<file path="src/rtl/core/cpcs_pkg.sv">
// Shared constants and types for the circle point count store.
// No dependencies; imported by every module of the block.
`default_nettype none

package cpcs_pkg;

    localparam int MAX_POINTS_DEF = 1024;
    localparam int COORD_BITS_DEF = 16;
    localparam int RADIUS_W       = 15;
    localparam int COUNT_W        = 11;

    localparam logic KIND_ADD   = 1'b0;
    localparam logic KIND_QUERY = 1'b1;

    // status from the distance pipeline back to the controller
    typedef struct packed {
        logic hit;   // a point inside the circle leaves the last stage
        logic busy;  // some stage still holds a point
    } t_pipe_stat;

endpackage

`default_nettype wire

</file>
<file path="src/rtl/core/cpcs_dist_pipe.sv">
// Three-stage circle test on one stored point per cycle:
// abs difference and box check, squares, sum compare. Uses cpcs_pkg.
`default_nettype none

module cpcs_dist_pipe #(
    parameter int COORD_BITS = cpcs_pkg::COORD_BITS_DEF
) (
    input  wire logic                              i_clk,
    input  wire logic                              i_rst_n,
    input  wire logic                              i_pt_valid,
    input  wire logic [2*COORD_BITS-1:0]           i_pt_data,
    input  wire logic signed [COORD_BITS-1:0]      i_cx,
    input  wire logic signed [COORD_BITS-1:0]      i_cy,
    input  wire logic [cpcs_pkg::RADIUS_W-1:0]     i_radius,
    output cpcs_pkg::t_pipe_stat                   o_stat
);
    import cpcs_pkg::*;

    // difference width, never narrower than radius plus one
    localparam int DW = (COORD_BITS + 1 > RADIUS_W + 1) ? COORD_BITS + 1 : RADIUS_W + 1;
    localparam int SW = 2 * RADIUS_W;

    logic signed [COORD_BITS-1:0] pt_x, pt_y;
    logic signed [DW-1:0]         dx, dy;
    logic        [DW-1:0]         ax, ay;
    logic                         near;

    logic                r_v1, r_v2, r_v3;
    logic                r_near1, r_near2, r_hit3;
    logic [RADIUS_W-1:0] r_ax1, r_ay1;
    logic [SW-1:0]       r_sqx2, r_sqy2, r_rr2;
    logic [SW:0]         sum;

    assign pt_x = i_pt_data[2*COORD_BITS-1:COORD_BITS];
    assign pt_y = i_pt_data[COORD_BITS-1:0];

    always_comb begin
        dx   = DW'(pt_x) - DW'(i_cx);
        dy   = DW'(pt_y) - DW'(i_cy);
        ax   = dx[DW-1] ? DW'(-dx) : DW'(dx);
        ay   = dy[DW-1] ? DW'(-dy) : DW'(dy);
        near = (ax <= DW'(i_radius)) && (ay <= DW'(i_radius));
    end

    // payload stages
    always_ff @(posedge i_clk) begin
        r_ax1   <= ax[RADIUS_W-1:0];
        r_ay1   <= ay[RADIUS_W-1:0];
        r_near1 <= near;
        r_sqx2  <= r_ax1 * r_ax1;
        r_sqy2  <= r_ay1 * r_ay1;
        r_rr2   <= i_radius * i_radius;
        r_near2 <= r_near1;
        r_hit3  <= r_near2 && (sum <= {1'b0, r_rr2});
    end

    assign sum = {1'b0, r_sqx2} + {1'b0, r_sqy2};

    always_ff @(posedge i_clk) begin
        if (!i_rst_n) begin
            r_v1 <= 1'b0;
            r_v2 <= 1'b0;
            r_v3 <= 1'b0;
        end else begin
            r_v1 <= i_pt_valid;
            r_v2 <= r_v1;
            r_v3 <= r_v2;
        end
    end

    assign o_stat.hit  = r_v3 && r_hit3;
    assign o_stat.busy = r_v1 || r_v2 || r_v3;

endmodule

`default_nettype wire

</file>
<file path="config.mk">
export PLATFORM = sky130hd
export DESIGN_NAME = cpcs_dist_pipe
export DESIGN_NICKNAME = d
export VERILOG_FILES = /design/src/rtl/core/cpcs_pkg.sv /design/src/rtl/core/cpcs_dist_pipe.sv
export SDC_FILE = /design/constraint.sdc
export NUM_CORES = 2
export LEC_CHECK = 0
export BUFFER_PORTS_ARGS = -buffer_cell sky130_fd_sc_hd__buf_2
export CORE_MARGIN = 5
export CORE_UTILIZATION = 40
export DETAILED_ROUTE_END_ITERATION = 7
export PLACE_DENSITY = 0.59
export RECOVER_POWER = 50
export SYNTH_ARGS = -nofsm -noshare
export SYNTH_HDL_FRONTEND = slang
export SYNTH_SLANG_ARGS = --single-unit
</file>
<file path="constraint.sdc">
create_clock -name i_clk -period 12.3 [get_ports i_clk]
set_input_delay 1.23 -clock i_clk [delete_from_list [all_inputs] [get_ports i_clk]]
set_output_delay 1.23 -clock i_clk [all_outputs]
set_load 0.005 [all_outputs]
</file>
==> results.ini <==
[sta]
fin_skew_ps=13.9
setup_viol=0
hold_viol_final=0
maxSlewHeadroom_pct=21.2
layout_min_cycle_time_ps=7470
finalCritPeriodShare_pct=60.7
fmax_ghz=0.134
rsz0062_at_grt=no
slew_viol_final=0
tightest_slew_ps=1170
fin_tns_setup_ps=0

[cells_and_area]
final_cell_mix=inv_1, fa_1, ha_1
syn_to_final_growth_pct=7.36
final_nets=3843
fillCellCount=6362
layout_commonest_cell=inv_1
instances_no_fill=3820
antennaDiodeCount=0
layout-drive-gt1-share_pct=4.99

[clocking]
clk_latency_ps=440
cts_hold_buf=0
cts_sinks=123
cts_buffers=17
cts_setup_buffers=0
clockRootBuffer=clkbuf_16
clockBufferDepth=2
ctsHtreeMaxLevel=4
cts.clk_slew.worst_paths_ps=50
tritoncts=yes
cts_resized=0

[grt]
grt_pass1_vias=19200
grt_max_degree=19
antenna_found_initial=1
grt.overflow.total=0
track_usage_pct=17.1
grt_pass1_wl_mm=97.5

[synthesis]
syn_nets=3784
ys.flop_type=dfxtp_1
yosysTopAreaCell=fa_1
synth_cell_types=77
syn-cell-area_mm2=0.0258
syn_avg_cell_area_um2=8.90
yosys_warnings=0
synth-seq-cells=123
synthCells=2893
synth_top_cell_area_share_pct=31.6
ys_top_cells_by_area=fa_1, ha_1, inv_1
async_flop_share_pct=0
synth.yosys.seq_area_share_pct=9.56
synth_edf_count=0

[critical_path]
timing.rr.start=r_ay1[8]
startpoint_type=primary input
cp.arrival_ps=7820
cp_data_required_time_ps=12650
end_kind=flip-flop
cp_max_fo=18
crit_start=i_radius[0]
critPathKind=primary input to flip-flop
r2r_slack_ps=5450

[route]
vias=18400
remaining_drc_errors=0
dr.pass1.iters=5
routedWlPerCell_um=15.1
drtIter0Drc=818
postRouteWirelength_mm=57.7
ant_nets=0
avgViaCountPerCell=4.83

[floorplan]
core_area_mm2=0.0641
fp.dieW_um=264
rows=93
die_y_um=264
ios=84
start_util_pct=40.2
dieArea_mm2=0.0696

[run]
drv_cap=0

[min_path]
min_path_type=flip-flop to flip-flop
min_from=r_near1

[status]
outcome=finished, final reports clean

[place]
port_buffers=83
hpwl_mm=50.0
place_inst=3788
gp_congestion=0.879

==> state kept, by name, summed over array words and instances, names as in the netlist <==
name and count:
r_rr2 29, r_sqx2 29, r_sqy2 29, r_ax1 15
r_ay1 15, r_hit3 1, r_near1 1, r_near2 1
r_v1 1, r_v2 1, r_v3 1
==> area by class of cell <==
cell class / instances / area, um2 / share of cell area (%)
flip-flops and latches: 123 / 2460 / 8.90
clock inverters: 15 / 166 / 0.602
multi-input cells: 2018 / 20400 / 73.9
inverters: 701 / 2630 / 9.52
well taps: 855 / 1070 / 3.87
clock buffers: 17 / 425 / 1.54
repair buffers: 91 / 472 / 1.71
==> worst max-delay path, stage by stage <==
cell and delay (ps):
clkbuf_1 410, and2_1 380, fa_1 500, inv_1 60, fa_1 520, inv_1 50, fa_1 490, inv_1 50
fa_1 530, inv_1 50, fa_1 470, inv_1 50, fa_1 470, inv_1 40, ha_1 350, nand4_1 150
a221oi_1 60, a211oi_1 460, o21ai_1 180, o211ai_1 230, nand3_1 120, or4_1 430, a31o_1 220, a21oi_1 170
xnor2_1 140
==> synth_stat cells, types with 5 or more instances <==
cell,number
inv_1,698
fa_1,407
ha_1,402
nand2_1,243
dfxtp_1,123
a21oi_1,120
nor2_1,120
xnor2_1,118
and2_1,97
a21o_1,59
xor2_1,55
o21ai_0,53
clkbuf_1,50
nand3_1,29
nor2b_1,28
nor3_1,24
o21bai_1,20
nand2b_1,18
and3_1,17
o21a_1,17
a211oi_1,16
nand4_1,15
o21ai_1,12
or2_2,12
a31oi_1,9
or3_1,9
a211o_1,7
o31ai_1,7
a31o_2,6
and4_1,6
mux2i_1,5
nor4_1,5
==> kinds of logic after synthesis <==
kind of cell,share of synthesized area [%]
flops,9.56
compound gates,10.1
xor+xnor,5.88
buf+inv,11.0
fa+ha+maj,51.2
mux,0.413
simple gates,11.9
==> stage by stage <==
stage	util (%)	hold WS (ps)	setup slack [ps]	instance area [um2]
finish	43.1	326	4830	27700
floorplan	-	310	5110	25800
CTS	43.2	328	4940	27700
global route	43.1	340	4440	27700
global placement	42.3	314	4560	27100
detailed placement	42.3	315	4470	27100
==> final timing paths <==
check                                   to  depth (start not counted)
worst max-delay path             r_rr2[28]                         25
worst max register to register  r_sqy2[28]                         24
worst min-delay path               r_near2                          0
worst min register to register     r_near2                          0
==> metal layers <==
metal,wire length (um),track usage (%),vias up
met3,1470,1.56,63
met4,1460,4.55,0
met2,27700,28.9,236
met5,0,0,-
met1,27000,23.8,8938
li1,-,-,9212
Power is not shown: default switching activity piles up to over one toggle a cycle in this logic, so the estimate is an artifact.
